<file path="src/rtl/wam_pkg.sv">
// wam_pkg: shared types, field widths and register reset values for the
// weekly alarm matcher; no dependencies
`timescale 1ns / 1ps

package wam_pkg;

    localparam int ALARM_COUNT_DEF = 4;   // alarms that can fire
    localparam int REG_COUNT       = 4;   // alarm registers on the config port
    localparam int REG_IDX_W       = 2;
    localparam int REG_W           = 19;
    localparam int ADDR_W          = 4;
    localparam int PDATA_W         = 32;
    localparam int DAYS_PER_WEEK   = 7;

    localparam int HOUR_W  = 5;
    localparam int MIN_W   = 6;
    localparam int WDAY_W  = 3;
    localparam int DAY_W   = 5;
    localparam int OP_W    = 2;
    localparam int IDX_W   = 2;

    // alarm register layout
    localparam int EN_BIT   = 0;
    localparam int MASK_LSB = 1;
    localparam int MIN_LSB  = 8;
    localparam int HOUR_LSB = 14;

    localparam int S_TDATA_W = 24;   // 21 payload bits rounded to bytes
    localparam int M_TDATA_W = 8;

    typedef enum logic [OP_W-1:0] {
        OP_CHECK = 2'd0,
        OP_ACK   = 2'd1,
        OP_CLEAR = 2'd2
    } op_t;

    typedef logic [REG_W-1:0] alarm_word_t;

    // one request, as held in the input stage
    typedef struct packed {
        logic [OP_W-1:0]   op;
        logic [IDX_W-1:0]  alarm_index;
        logic [DAY_W-1:0]  day_of_month;
        logic [WDAY_W-1:0] weekday;
        logic [MIN_W-1:0]  minute;
        logic [HOUR_W-1:0] hour;
    } req_t;

    localparam alarm_word_t ALARM_RESET [REG_COUNT] = '{
        19'd122368, 19'd138752, 19'd155136, 19'd171520
    };

endpackage

</file>
<file path="src/rtl/weekly_alarm_matcher.sv">
// weekly_alarm_matcher: top level, alarm registers, fired flags and matcher
// depends on wam_pkg
`timescale 1ns / 1ps
//
//  channel   | direction | fields (lsb first)                                   | handshake
//  s_*       | in        | tdata: hour, minute, weekday, day_of_month,           | tvalid/tready
//            |           |        alarm_index, zero pad; tuser: op               |
//  m_*       | out       | tdata: fired_index, zero pad; tuser: fired            | tvalid/tready
//  apb       | in        | alarm registers 0..3 at byte addresses 0,4,8,12       | psel/penable
//
//  one transaction per cycle sustained while m_tready is held high; a request is held
//  in the input register and the match is resolved from it into the result register
//  aresetn is synchronous, active low; clears both stage valids, the fired flags,
//  the known day and restores the alarm registers to their reset words
//  a stall on m_tready holds the result; the input register still takes one more
//  transaction, then s_tready drops until the result moves on

module weekly_alarm_matcher #(
    parameter int ALARM_COUNT = wam_pkg::ALARM_COUNT_DEF
) (
    input  logic                          aclk,
    input  logic                          aresetn,
    // request channel
    input  logic                          s_tvalid,
    output logic                          s_tready,
    input  logic [wam_pkg::S_TDATA_W-1:0] s_tdata,   // hour, minute, weekday, day_of_month, alarm_index
    input  logic [wam_pkg::OP_W-1:0]      s_tuser,   // op
    // result channel
    output logic                          m_tvalid,
    input  logic                          m_tready,
    output logic [wam_pkg::M_TDATA_W-1:0] m_tdata,   // fired_index
    output logic                          m_tuser,   // fired
    // config port
    input  logic                          psel,
    input  logic                          penable,
    input  logic                          pwrite,
    input  logic [wam_pkg::ADDR_W-1:0]    paddr,
    input  logic [wam_pkg::PDATA_W-1:0]   pwdata,
    output logic [wam_pkg::PDATA_W-1:0]   prdata,
    output logic                          pready
);
    import wam_pkg::*;

    // alarm registers
    alarm_word_t alarm_reg [REG_COUNT];

    // input stage
    logic in_valid_reg, in_valid_next;
    req_t in_item_reg;

    // result stage
    logic             out_valid_reg, out_valid_next;
    logic             fired_reg;
    logic [IDX_W-1:0] fired_idx_reg;

    // block state
    logic [ALARM_COUNT-1:0] fired_flags_reg, fired_flags_next;
    logic [DAY_W-1:0]       last_day_reg, last_day_next;

    logic advance;
    logic cfg_we;
    logic [REG_IDX_W-1:0] cfg_idx;

    // match datapath
    logic                   day_change;
    logic [ALARM_COUNT-1:0] flags_base;
    logic [ALARM_COUNT-1:0] hit;
    logic                   hit_any;
    logic [IDX_W-1:0]       hit_idx;

    // ---------------- handshakes ----------------
    // the input stage moves on whenever the result register is free or draining
    assign advance  = in_valid_reg && (!out_valid_reg || m_tready);
    assign s_tready = !in_valid_reg || advance;

    assign pready  = 1'b1;
    assign cfg_we  = psel && penable && pwrite && pready;
    assign cfg_idx = paddr[ADDR_W-1:2];
    assign prdata  = {{(PDATA_W-REG_W){1'b0}}, alarm_reg[cfg_idx]};

    always_comb begin
        in_valid_next = in_valid_reg;
        if (s_tvalid && s_tready) begin
            in_valid_next = 1'b1;
        end else if (advance) begin
            in_valid_next = 1'b0;
        end
        out_valid_next = out_valid_reg;
        if (advance) begin
            out_valid_next = 1'b1;
        end else if (m_tready) begin
            out_valid_next = 1'b0;
        end
    end

    // ---------------- match logic ----------------
    // a new known day wipes the flags before the match if a day was known; day 0 means unknown
    assign day_change = (op_t'(in_item_reg.op) == OP_CHECK) &&
                        (in_item_reg.day_of_month != '0) &&
                        (in_item_reg.day_of_month != last_day_reg);
    assign flags_base = (day_change && (last_day_reg != '0)) ? '0 : fired_flags_reg;

    always_comb begin
        logic [DAYS_PER_WEEK-1:0] mask;
        logic                     due;
        for (int i = 0; i < ALARM_COUNT; i++) begin
            mask = alarm_reg[i][MASK_LSB +: DAYS_PER_WEEK];
            // empty mask repeats daily; weekday 0 matches no repeat day
            due  = (mask == '0) ||
                   ((in_item_reg.weekday != '0) && mask[in_item_reg.weekday - 3'd1]);
            hit[i] = alarm_reg[i][EN_BIT] && !flags_base[i] && due &&
                     (alarm_reg[i][HOUR_LSB +: HOUR_W] == in_item_reg.hour) &&
                     (alarm_reg[i][MIN_LSB +: MIN_W] == in_item_reg.minute);
        end
    end

    // lowest matching alarm wins
    always_comb begin
        hit_any = 1'b0;
        hit_idx = '0;
        for (int i = ALARM_COUNT - 1; i >= 0; i--) begin
            if (hit[i]) begin
                hit_any = 1'b1;
                hit_idx = IDX_W'(i);
            end
        end
    end

    // ---------------- state update ----------------
    always_comb begin
        fired_flags_next = fired_flags_reg;
        last_day_next    = last_day_reg;
        if (advance) begin
            case (in_item_reg.op)
                OP_CHECK: begin
                    fired_flags_next = flags_base;
                    if (day_change) begin
                        last_day_next = in_item_reg.day_of_month;
                    end
                    for (int i = 0; i < ALARM_COUNT; i++) begin
                        if (hit_any && (hit_idx == IDX_W'(i))) begin
                            fired_flags_next[i] = 1'b1;
                        end
                    end
                end
                OP_ACK: begin
                    for (int i = 0; i < ALARM_COUNT; i++) begin
                        if (in_item_reg.alarm_index == IDX_W'(i)) begin
                            fired_flags_next[i] = 1'b1;
                        end
                    end
                end
                OP_CLEAR: begin
                    fired_flags_next = '0;
                end
                default: begin
                end
            endcase
        end
        // writing an alarm disabled drops its flag
        if (cfg_we && !pwdata[EN_BIT]) begin
            for (int i = 0; i < ALARM_COUNT; i++) begin
                if (cfg_idx == REG_IDX_W'(i)) begin
                    fired_flags_next[i] = 1'b0;
                end
            end
        end
    end

    // ---------------- registers ----------------
    always_ff @(posedge aclk) begin
        if (!aresetn) begin
            in_valid_reg    <= 1'b0;
            out_valid_reg   <= 1'b0;
            fired_flags_reg <= '0;
            last_day_reg    <= '0;
        end else begin
            in_valid_reg    <= in_valid_next;
            out_valid_reg   <= out_valid_next;
            fired_flags_reg <= fired_flags_next;
            last_day_reg    <= last_day_next;
        end
    end

    always_ff @(posedge aclk) begin
        if (!aresetn) begin
            for (int i = 0; i < REG_COUNT; i++) begin
                alarm_reg[i] <= ALARM_RESET[i];
            end
        end else if (cfg_we) begin
            alarm_reg[cfg_idx] <= pwdata[REG_W-1:0];
        end
    end

    // payload, no reset needed
    always_ff @(posedge aclk) begin
        if (s_tvalid && s_tready) begin
            in_item_reg.hour         <= s_tdata[0 +: HOUR_W];
            in_item_reg.minute       <= s_tdata[HOUR_W +: MIN_W];
            in_item_reg.weekday      <= s_tdata[HOUR_W + MIN_W +: WDAY_W];
            in_item_reg.day_of_month <= s_tdata[HOUR_W + MIN_W + WDAY_W +: DAY_W];
            in_item_reg.alarm_index  <= s_tdata[HOUR_W + MIN_W + WDAY_W + DAY_W +: IDX_W];
            in_item_reg.op           <= s_tuser;
        end
        if (advance) begin
            // only a check can fire
            fired_reg     <= (op_t'(in_item_reg.op) == OP_CHECK) && hit_any;
            fired_idx_reg <= ((op_t'(in_item_reg.op) == OP_CHECK) && hit_any) ? hit_idx : '0;
        end
    end

    assign m_tvalid = out_valid_reg;
    assign m_tuser  = fired_reg;
    assign m_tdata  = {{(M_TDATA_W-IDX_W){1'b0}}, fired_idx_reg};

endmodule

</file>
<file path="config.mk">
export PLATFORM = sky130hd
export DESIGN_NAME = weekly_alarm_matcher
export DESIGN_NICKNAME = d
export VERILOG_FILES = /design/src/rtl/wam_pkg.sv /design/src/rtl/weekly_alarm_matcher.sv
export SDC_FILE = /design/constraint.sdc
export NUM_CORES = 1
export LEC_CHECK = 0
export BUFFER_PORTS_ARGS = -buffer_cell sky130_fd_sc_hd__buf_2
export CORE_MARGIN = 4
export CORE_UTILIZATION = 40
export CTS_CLUSTER_DIAMETER = 120
export DETAILED_ROUTE_END_ITERATION = 7
export MAX_ROUTING_LAYER = met4
export PLACE_DENSITY = 0.71
export SYNTH_ARGS = -nofsm -noshare
export SYNTH_HDL_FRONTEND = slang
export SYNTH_SLANG_ARGS = --single-unit
</file>
<file path="constraint.sdc">
create_clock -name aclk -period 3.6 [get_ports aclk]
set_input_delay 0 -clock aclk [delete_from_list [all_inputs] [get_ports aclk]]
set_output_delay 0 -clock aclk [all_outputs]
set_load 0.1 [all_outputs]
</file>
==> results.yml, run 1 <==
logic_synthesis:
  synth_edf_count: 102
  synth-main-ff-cell: "edfxtp_1"
  synth_top_area_share_pct: 51.96
  ys_ff_latch: 113
  syn_inst: 456
  async_flop_share_pct: 0
  seq_area_frac_synth_pct: 55.70
  synth_area_um2: 5894
  synth.avg_cell_area_um2: 12.93
  yosysTopAreaCell: "edfxtp_1"
  ys_types: 49
  yosys_warnings: 0
  ys_top_cells_by_area: "edfxtp_1 (52%), mux4_2 (7.6%), xnor2_1 (7.1%)"
floorplanning:
  die-area_um2: 16740
  design.core.area_um2: 14480
  io_pins: 113
  rows: 44
  die_h_um: 129.4
  dieWidth_um: 129.4
  initial_core_util_pct: 40.71
final_layout:
  area_growth_pct: 26.41
  layout.nets: 645
  drive_gt1_share_pct: 24.87
  diodes: 0
  largest_reg_flops: 76
  final_core_util_pct: 51.46
power_and_ir_drop:
  intPower_w: 0.002914
  max-vdd-ir-drop_mv: 0.3441
  power_frac_comb_pct: 16.2
  p_clk_share_pct: 44.5
  pwr_density_cell_nw_per_um2: 538.1
  seqPwrFrac_pct: 39.3
  power_w: 0.004009
  power_switching_w: 0.001096
  p_sw_share_pct: 27.33
  p_leak_nw: 2.687
drt:
  detail-route-antenna-nets: 0
  firstDrtPassIters: 5
  avgRoutedWirePerCell_um: 19.17
  drc: 0
  wl_mm: 14.78
  post_drt_via_cell_ratio: 5.301
  vias: 4087
  dr.first_iter.drc_count: 257
timing:
  whs_ns: 0.2006
  maxSlewViolCount: 0
  worst_pin_slew_ns: 1.051
  fmax_mhz: 326.7
  finalSetupTns_ns: 0
  rsz0062_at_grt: "no"
  period_minus_slack_ns: 3.061
  finalSetupViolCount: 0
  finClkSkew_ns: 0.008378
  finalHoldViolCount: 0
  maxSlewHeadroom_pct: 29.68
  min_period_over_period_pct: 85.02
clocking:
  clock_path_buffers: 2
  postCtsSetupBuffers: 0
  cts.sinks: 113
  cts-htree-levels: 4
  clock_latency_ns: 0.42
  cts.clk_slew.worst_paths_ns: 0.05
  numCtsBuffers: 17
  cts_tree: "done"
  hold_buffers: 46
  root_buffer: "clkbuf_16"
  ctsResizeCount: 0
global_route:
  use_met1_pct: 22.43
  use_met3_pct: 4.287
  grt_max_degree: 25
  grt_pass1_wl_mm: 23.04
  grt_usage_pct: 19.25
  antenna_found_initial: 0
  grt_pass1_vias: 4201
  top_usage_layer: "met2"
  overflow: 0
  gr-usage-met2_pct: 32.16
critical_path:
  timing.rr.end: "fired_idx_reg[1]$_SDFFCE_PN0P_"
  critPathSlowestCell: "edfxtp_1"
  rr_startpoint: "in_item_reg[11]$_DFFE_PP_"
  path_class: "flop to flop"
  critPathMaxFanout: 10
  required_ns: 3.78
  worst-path-buf-inv: 1
  cp_cell_sequence: "inv_1, ha_1, nor2b_1, a221oi_1, or3_4, a2111oi_4, nand2_2, nand2_2, and3b_1"
  max_stage_delay_ns: 0.60
  critPathTopFamily: "simple AND/OR/NAND/NOR gates"
  path_common_cell: "nand2_2"
  reg2reg_slack_ns: 0.54
  cp_data_arrival_time_ns: 3.24
  r2r_cells: 9
  cp-start-kind: "flop"
  crit_path_end_kind: "flop"
placed_design:
  dp_hpwl_mm: 9.945
  routabilityCongestion: 0.8694
  io_buffers: 74
min_path:
  worstHoldPathCells: 5
  hold_start: "penable"
  whs_endpoint: "fired_flags_reg[0]$_SDFF_PN0_"
  min_path_type: "input port to flop"
status:
  outcome: "finished clean"
run:
  cap_violations: 0
[cells by family after synthesis]
| group | Yosys count | share of synthesized area [%] |
|---|---|---|
| compound gates | 42 | 4.840 |
| xor+xnor | 51 | 7.896 |
| fa+ha+maj | 2 | 0.4245 |
| buf+inv | 55 | 4.925 |
| flops | 113 | 55.70 |
| mux | 32 | 10.57 |
| other cells | 2 | 0.1274 |
| simple gates | 159 | 15.52 |
[per-stage QoR]
stage | instances | setup WS, ns | instance area, µm²
2_1_floorplan | 474 | 0.7665 | 5962
3_3_place_gp | 693 | 0.6835 | 6366
3_5_place_dp | 693 | 0.5704 | 6366
4_1_cts | 771 | 0.5351 | 7451
5_1_grt | 771 | 0.2990 | 7451
6_report | 771 | 0.5395 | 7451
[cell usage after synthesis, types with 2 or more instances]
| cell type | number |
|---|---|
| edfxtp_1 | 102 |
| and2_1 | 50 |
| xnor2_1 | 48 |
| clkbuf_1 | 22 |
| buf_4 | 20 |
| mux4_2 | 20 |
| nor2_1 | 17 |
| nand2_1 | 16 |
| o21ai_0 | 16 |
| nand4_1 | 15 |
| nand2b_1 | 12 |
| dfxtp_1 | 11 |
| or3_1 | 11 |
| nor3_1 | 10 |
| inv_1 | 8 |
| a21oi_1 | 7 |
| or2_2 | 7 |
| mux2i_1 | 6 |
| nor4_1 | 5 |
| o211ai_1 | 4 |
| a22oi_1 | 3 |
| buf_1 | 3 |
| mux2_2 | 3 |
| mux4_1 | 3 |
| nand3_1 | 3 |
| o31ai_1 | 3 |
| a221o_1 | 2 |
| conb_1 | 2 |
| ha_1 | 2 |
| nand2_2 | 2 |
| nor2b_1 | 2 |
| o21a_1 | 2 |
| or4_1 | 2 |
| xor2_1 | 2 |
[how the worst max path moves through the flow]
stage | start | endpoint | slack (ns) | cells after the start
final | in_item_reg[11]$_DFFE_PP_ | fired_idx_reg[1]$_SDFFCE_PN0P_ | 0.54 | 9
after global routing | in_item_reg[11]$_DFFE_PP_ | fired_idx_reg[1]$_SDFFCE_PN0P_ | 0.30 | 9
after CTS | in_item_reg[11]$_DFFE_PP_ | fired_idx_reg[1]$_SDFFCE_PN0P_ | 0.54 | 9
after detailed placement | in_item_reg[11]$_DFFE_PP_ | fired_idx_reg[1]$_SDFFCE_PN0P_ | 0.57 | 9
after global placement | in_item_reg[11]$_DFFE_PP_ | fired_idx_reg[1]$_SDFFCE_PN0P_ | 0.68 | 9
after floorplan | m_tvalid$_SDFFE_PN0P_ | in_item_reg[0]$_DFFE_PP_ | 0.77 | 3
[layout make-up]
cell class	count	area, µm²
Tap cell	184	230.2
Fill cell	1196	7028
Clock inverter	13	191.4
Clock buffer	19	432.9
Timing Repair Buffer	128	890.9
Sequential cell	113	3283
Multi-Input combinational cell	306	2392
Inverter	8	30.03
[cell usage in the layout (no fill, tap or decap), types with 3 or more instances in the layout]
master,instances
o21ai_0,13
nand2_1,16
mux2_2,3
nand4_1,15
a21oi_1,7
nand2b_1,12
mux2i_1,6
a22oi_1,3
o31ai_1,3
o211ai_1,4
or2_2,7
bufinv_16,5
nor4_1,5
or3_1,11
nor3_1,10
clkbuf_16,17
dlygate4sd3_1,46
mux4_1,3
nand3_1,3
dfxtp_1,11
mux4_2,20
clkinv_1,3
xnor2_1,48
nor2_1,17
clkinv_2,3
inv_1,8
and2_1,50
buf_2,74
buf_4,8
conb_1,20
edfxtp_1,102
[power groups by stage]
| stage | Clock (W) | Sequential (W) | Combinational [W] |
|---|---|---|---|
| floorplan | 0 | 0.00159 | 0.000501 |
| global placement | 0 | 0.00159 | 0.000604 |
| detailed placement | 0 | 0.00160 | 0.000609 |
| CTS | 0.00181 | 0.00157 | 0.000650 |
| global route | 0.00187 | 0.00158 | 0.000682 |
| finish | 0.00179 | 0.00157 | 0.000650 |
[layer usage]
layer	up-vias	part of all wire, %	wire (µm)
met1	2014	39	5752
met4	0	2.2	320
met3	26	7.2	1060
li1	1869	-	-
met2	178	52	7650
met5	-	0	0
[worst min-delay path, stage by stage]
cell and delay [ns]:
buf_2 0.10, nand3_1 0.14, or2_2 0.16, o31ai_1 0.07, a21oi_1 0.10
Power figures use the tool's default switching activity.
==> run 2, diff against run 1 <==
--- a/config.mk
+++ b/config.mk
@@ -6,12 +6,14 @@
 export NUM_CORES = 1
 export LEC_CHECK = 0
 export BUFFER_PORTS_ARGS = -buffer_cell sky130_fd_sc_hd__buf_2
+export CELL_PAD_IN_SITES_DETAIL_PLACEMENT = 1
+export CELL_PAD_IN_SITES_GLOBAL_PLACEMENT = 2
 export CORE_MARGIN = 4
-export CORE_UTILIZATION = 40
+export CORE_UTILIZATION = 37
 export CTS_CLUSTER_DIAMETER = 120
 export DETAILED_ROUTE_END_ITERATION = 7
 export MAX_ROUTING_LAYER = met4
-export PLACE_DENSITY = 0.71
+export PLACE_DENSITY = 0.89
 export SYNTH_ARGS = -nofsm -noshare
 export SYNTH_HDL_FRONTEND = slang
 export SYNTH_SLANG_ARGS = --single-unit
==> constraint.sdc (replaced) <==
create_clock -name aclk -period 3.5 [get_ports aclk]
set_input_delay 0 -clock aclk [delete_from_list [all_inputs] [get_ports aclk]]
set_output_delay 0 -clock aclk [all_outputs]
set_load 0.1 [all_outputs]
==> results.yml, run 2 (synthesis results as in run 1) <==
status:
  outcome: "finished clean"
global_route:
  grt_max_degree: 25
  grt_usage_pct: 19.80
  antenna_found_initial: 0
  grt_pass1_vias: 4547
  overflow: 0
  grt_pass1_wl_mm: 25.96
timing:
  finalSetupViolCount: 0
  maxSlewViolCount: 0
  finalHoldViolCount: 0
  min_period_over_period_pct: 88.00
  finalSetupTns_ns: 0
  rsz0062_at_grt: "no"
  maxSlewHeadroom_pct: 31.76
  finClkSkew_ns: 0.007754
  period_minus_slack_ns: 3.080
  fmax_mhz: 324.7
  worst_pin_slew_ns: 1.020
floorplanning:
  die_h_um: 134.2
  die-area_um2: 18010
  initial_core_util_pct: 38.21
  dieWidth_um: 134.2
  rows: 45
  design.core.area_um2: 15430
  io_pins: 113
final_layout:
  layout_commonest_cell: "edfxtp_1"
  area_growth_pct: 24.92
  largest_reg_flops: 76
  drive_gt1_share_pct: 24.10
  final_cell_mix: "edfxtp_1 (102), buf_2 (74), and2_1 (50)"
  layout.nets: 645
  stdcell_count: 796
  diodes: 0
min_path:
  min_path_type: "input port to flop"
critical_path:
  cp-start-kind: "flop"
  r2r_cells: 9
  reg2reg_slack_ns: 0.42
  crit_path_end_kind: "flop"
  timing.rr.end: "fired_idx_reg[1]$_SDFFCE_PN0P_"
  path_class: "flop to flop"
  required_ns: 3.67
  cp_data_arrival_time_ns: 3.25
  critPathLaunch: "in_item_reg[11]$_DFFE_PP_"
  critPathMaxFanout: 10
  rr_startpoint: "in_item_reg[11]$_DFFE_PP_"
  crit_path_end: "fired_idx_reg[1]$_SDFFCE_PN0P_"
clocking:
  clock_path_buffers: 2
  cts_tree: "done"
  cts.clk_slew.worst_paths_ns: 0.05
  cts.sinks: 113
  clock_latency_ns: 0.42
  postCtsSetupBuffers: 0
  numCtsBuffers: 17
  cts-htree-levels: 4
  root_buffer: "clkbuf_16"
drt:
  wl_mm: 16.68
  avgRoutedWirePerCell_um: 20.95
  firstDrtPassIters: 4
  detail-route-antenna-nets: 0
  vias: 4138
  dr.first_iter.drc_count: 207
  post_drt_via_cell_ratio: 5.198
  drc: 0
placed_design:
  dp_hpwl_mm: 11.23
  io_buffers: 74
  routabilityCongestion: 0.8826
  dp.cells: 720
power_and_ir_drop:
  pwr_density_cell_nw_per_um2: 520.8
  max-vdd-ir-drop_mv: 0.3364
  power_w: 0.003835
  p_leak_nw: 2.640
run:
  cap_violations: 0
## run 2: changes by cell type in the layout (fill, tap and decap cells not counted)
cell / delta
clkinv_1: +2
clkinv_2: +2
o21ai_1: +1
bufinv_16: -4
clkinvlp_4: -2
o21ai_2: -1
## run 2: what timing repair did
item                       in CTS  in global routing
setup endpoints to repair       0                  0
hold buffers                   46                  0
gates resized for setup         0                  0
hold endpoints to repair      104                  0
## run 2: per-stage QoR
stage / utilization, % / worst slack (ns) / hold slack, ns / area (µm²)
global route: 47.73 / 0.2043 / 0.1677 / 7363
global placement: 41.46 / 0.5803 / 0.1771 / 6396
floorplan: - / 0.6665 / 0.09887 / 5962
finish: 47.73 / 0.4199 / 0.1449 / 7363
CTS: 47.73 / 0.4147 / 0.1470 / 7363
detailed placement: 41.46 / 0.4816 / 0.1787 / 6396
## run 2: worst min path at each step
stage                     depth (start not counted)  slack (ns)                       endpoint  startpoint
after floorplan                                   0         0.1       in_item_reg[0]$_DFFE_PP_  s_tdata[0]
after global placement                            1        0.18       in_item_reg[8]$_DFFE_PP_  s_tdata[8]
after detailed placement                          1        0.18       in_item_reg[7]$_DFFE_PP_  s_tdata[7]
after CTS                                         5        0.15  fired_flags_reg[0]$_SDFF_PN0_     penable
after global routing                              5        0.17  fired_flags_reg[0]$_SDFF_PN0_     penable
final                                             5        0.14  fired_flags_reg[0]$_SDFF_PN0_     penable
## run 2: layer usage
layer / routed length, µm / part of all wire (%) / vias up / GRT usage (%)
li1: - / - / 1871 / -
met3: 709 / 4.3 / 33 / 4.426
met1: 6644 / 40 / 2103 / 21.94
met2: 8869 / 53 / 131 / 34.78
met4: 455 / 2.7 / 0 / 7.692
met5: 0 / 0 / - / -
## run 2: area by class of cell
class                   count  area, µm²
multi-input cells         306       2389
fillers                  1639       8064
clock inverters            11      73.82
repair buffers            128      890.9
well taps                 211      264.0
inverters                   8      30.03
flip-flops and latches    113       3283
clock buffers              19      432.9
## run 2: critical path, cell delays in order, from the launching register on
cell	delay, ns
edfxtp_1	0.61
inv_1	0.15
ha_1	0.47
nor2b_1	0.28
a221oi_1	0.14
or3_4	0.36
a2111oi_4	0.39
nand2_2	0.15
nand2_2	0.11
and3b_1	0.17
## run 2: report_power, final
| part | total, W | internal (W) | switching (W) |
|---|---|---|---|
| Combinational | 0.000675 | 0.000197 | 0.000478 |
| Sequential | 0.00162 | 0.00155 | 0.0000717 |
| Clock | 0.00153 | 0.000944 | 0.000591 |
| Total | 0.00384 | 0.00269 | 0.00114 |
==> run 3, diff against run 2 <==
--- a/config.mk
+++ b/config.mk
@@ -8,7 +8,7 @@
 export BUFFER_PORTS_ARGS = -buffer_cell sky130_fd_sc_hd__buf_2
 export CELL_PAD_IN_SITES_DETAIL_PLACEMENT = 1
 export CELL_PAD_IN_SITES_GLOBAL_PLACEMENT = 2
-export CORE_MARGIN = 4
+export CORE_MARGIN = 2
 export CORE_UTILIZATION = 37
 export CTS_CLUSTER_DIAMETER = 120
 export DETAILED_ROUTE_END_ITERATION = 7
==> results.yml, run 3 (synthesis results as in run 1) <==
final_layout:
  area_growth_pct: 25.56
  drive_gt1_share_pct: 24.06
  final_cell_mix: "edfxtp_1 (102), buf_2 (74), and2_1 (50)"
  layout.nets: 646
  stdcell_count: 802
  fillers: 1666
  largest_reg_flops: 76
  diodes: 0
  layout_commonest_cell: "edfxtp_1"
placed_design:
  io_buffers: 74
  dp_hpwl_mm: 11.04
  dp.cells: 726
  routabilityCongestion: 0.8383
drt:
  post_drt_via_cell_ratio: 5.125
  firstDrtPassIters: 4
  drc: 0
  wl_mm: 16.35
  detail-route-antenna-nets: 0
  dr.first_iter.drc_count: 224
  vias: 4110
  avgRoutedWirePerCell_um: 20.39
status:
  outcome: "finished clean"
timing:
  period_minus_slack_ns: 3.076
  min_period_over_period_pct: 87.90
  finalSetupTns_ns: 0
  worst_pin_slew_ns: 1.031
  finalHoldViolCount: 0
  finalSetupViolCount: 0
  fmax_mhz: 325.0
  maxSlewViolCount: 0
  maxSlewHeadroom_pct: 31.03
  finClkSkew_ns: 0.01371
  rsz0062_at_grt: "no"
power_and_ir_drop:
  max-vdd-ir-drop_mv: 0.4779
  seqPwrFrac_pct: 41.7
  p_sw_share_pct: 29.09
  pwr_density_cell_nw_per_um2: 527.0
  power_switching_w: 0.001135
  p_leak_nw: 2.653
  power_frac_comb_pct: 17.3
  p_clk_share_pct: 41.1
  intPower_w: 0.002765
critical_path:
  crit_path_end_kind: "flop"
  cp-start-kind: "flop"
  timing.rr.end: "fired_idx_reg[1]$_SDFFCE_PN0P_"
  cp_data_arrival_time_ns: 3.25
  path_class: "flop to flop"
  reg2reg_slack_ns: 0.42
  critPathMaxFanout: 10
  required_ns: 3.67
  rr_startpoint: "in_item_reg[11]$_DFFE_PP_"
  r2r_cells: 9
floorplanning:
  io_pins: 113
  initial_core_util_pct: 37.51
  dieWidth_um: 130.2
  die-area_um2: 16960
  rows: 46
  design.core.area_um2: 15710
  die_h_um: 130.2
min_path:
  worstHoldPathCells: 5
  whs_endpoint: "fired_flags_reg[0]$_SDFF_PN0_"
  min_path_type: "input port to flop"
  hold_start: "penable"
run:
  cap_violations: 0
global_route:
  grt_pass1_wl_mm: 25.65
  antenna_found_initial: 0
  grt_pass1_vias: 4501
  grt_usage_pct: 21.71
  grt_max_degree: 25
  overflow: 0
clocking:
  clock_path_buffers: 2
  numCtsBuffers: 17
  cts.clk_slew.worst_paths_ns: 0.05
  cts.sinks: 113
  root_buffer: "clkbuf_16"
  clock_latency_ns: 0.43
  ctsResizeCount: 0
  cts-htree-levels: 4
  postCtsSetupBuffers: 0
  cts_tree: "done"
run 3: power by group through the flow:
stage                     Clock, W  Combinational, W  Sequential (W)
after detailed placement         0          0.000630         0.00165
final                      0.00160          0.000673         0.00163
after floorplan                  0          0.000515         0.00163
after global routing       0.00169          0.000708         0.00163
after CTS                  0.00163          0.000676         0.00163
after global placement           0          0.000622         0.00164
run 3: layout make-up:
class / instances / area (µm²) / share of cell area [%]
well taps: 216 / 270.3 / 3.652
multi-input cells: 306 / 2389 / 32.27
clock buffers: 19 / 432.9 / 5.850
flip-flops and latches: 113 / 3283 / 44.36
inverters: 8 / 30.03 / 0.4057
repair buffers: 129 / 898.4 / 12.14
clock inverters: 11 / 97.59 / 1.319
run 3: repair_timing:
action                                  4_1_cts  5_1_grt
hold buffers                                 46        0
endpoints found under the hold margin       104        0
endpoints found under the setup margin        0        0
run 3: worst max path at each step:
stage,startpoint,end,slack (ns),cells after the start
after floorplan,m_tvalid$_SDFFE_PN0P_,in_item_reg[0]$_DFFE_PP_,0.67,3
after global placement,in_item_reg[11]$_DFFE_PP_,fired_idx_reg[1]$_SDFFCE_PN0P_,0.58,9
after detailed placement,in_item_reg[11]$_DFFE_PP_,fired_idx_reg[1]$_SDFFCE_PN0P_,0.47,9
after CTS,in_item_reg[11]$_DFFE_PP_,fired_idx_reg[1]$_SDFFCE_PN0P_,0.41,9
after global routing,in_item_reg[11]$_DFFE_PP_,fired_idx_reg[1]$_SDFFCE_PN0P_,0.22,9
final,in_item_reg[11]$_DFFE_PP_,fired_idx_reg[1]$_SDFFCE_PN0P_,0.42,9
run 3: stage by stage:
step | util (%) | worst slack (ns) | area [µm²] | hold WS (ns) | power (W)
after global routing | 47.10 | 0.2208 | 7401 | 0.2068 | 0.004029
after detailed placement | 40.79 | 0.4695 | 6410 | 0.1783 | 0.002279
after global placement | 40.79 | 0.5818 | 6410 | 0.1779 | 0.002263
final | 47.10 | 0.4235 | 7401 | 0.1525 | 0.003900
after CTS | 47.10 | 0.4076 | 7401 | 0.1487 | 0.003927
after floorplan | - | 0.6665 | 5962 | 0.09887 | 0.002145
run 3: worst max-delay path, stage by stage, from the launching register on:
cell       delay, ns
edfxtp_1        0.59
inv_1           0.16
ha_1            0.47
nor2b_1         0.27
a221oi_1        0.14
or3_4           0.36
a2111oi_4       0.39
nand2_2         0.15
nand2_2         0.10
and3b_1         0.18
run 3: per-layer routing:
metal  share of wire [%]  track usage (%)
met5                   0                -
met3                 4.7            5.084
met4                 2.8            9.867
met2                  54            37.20
met1                  38            24.08
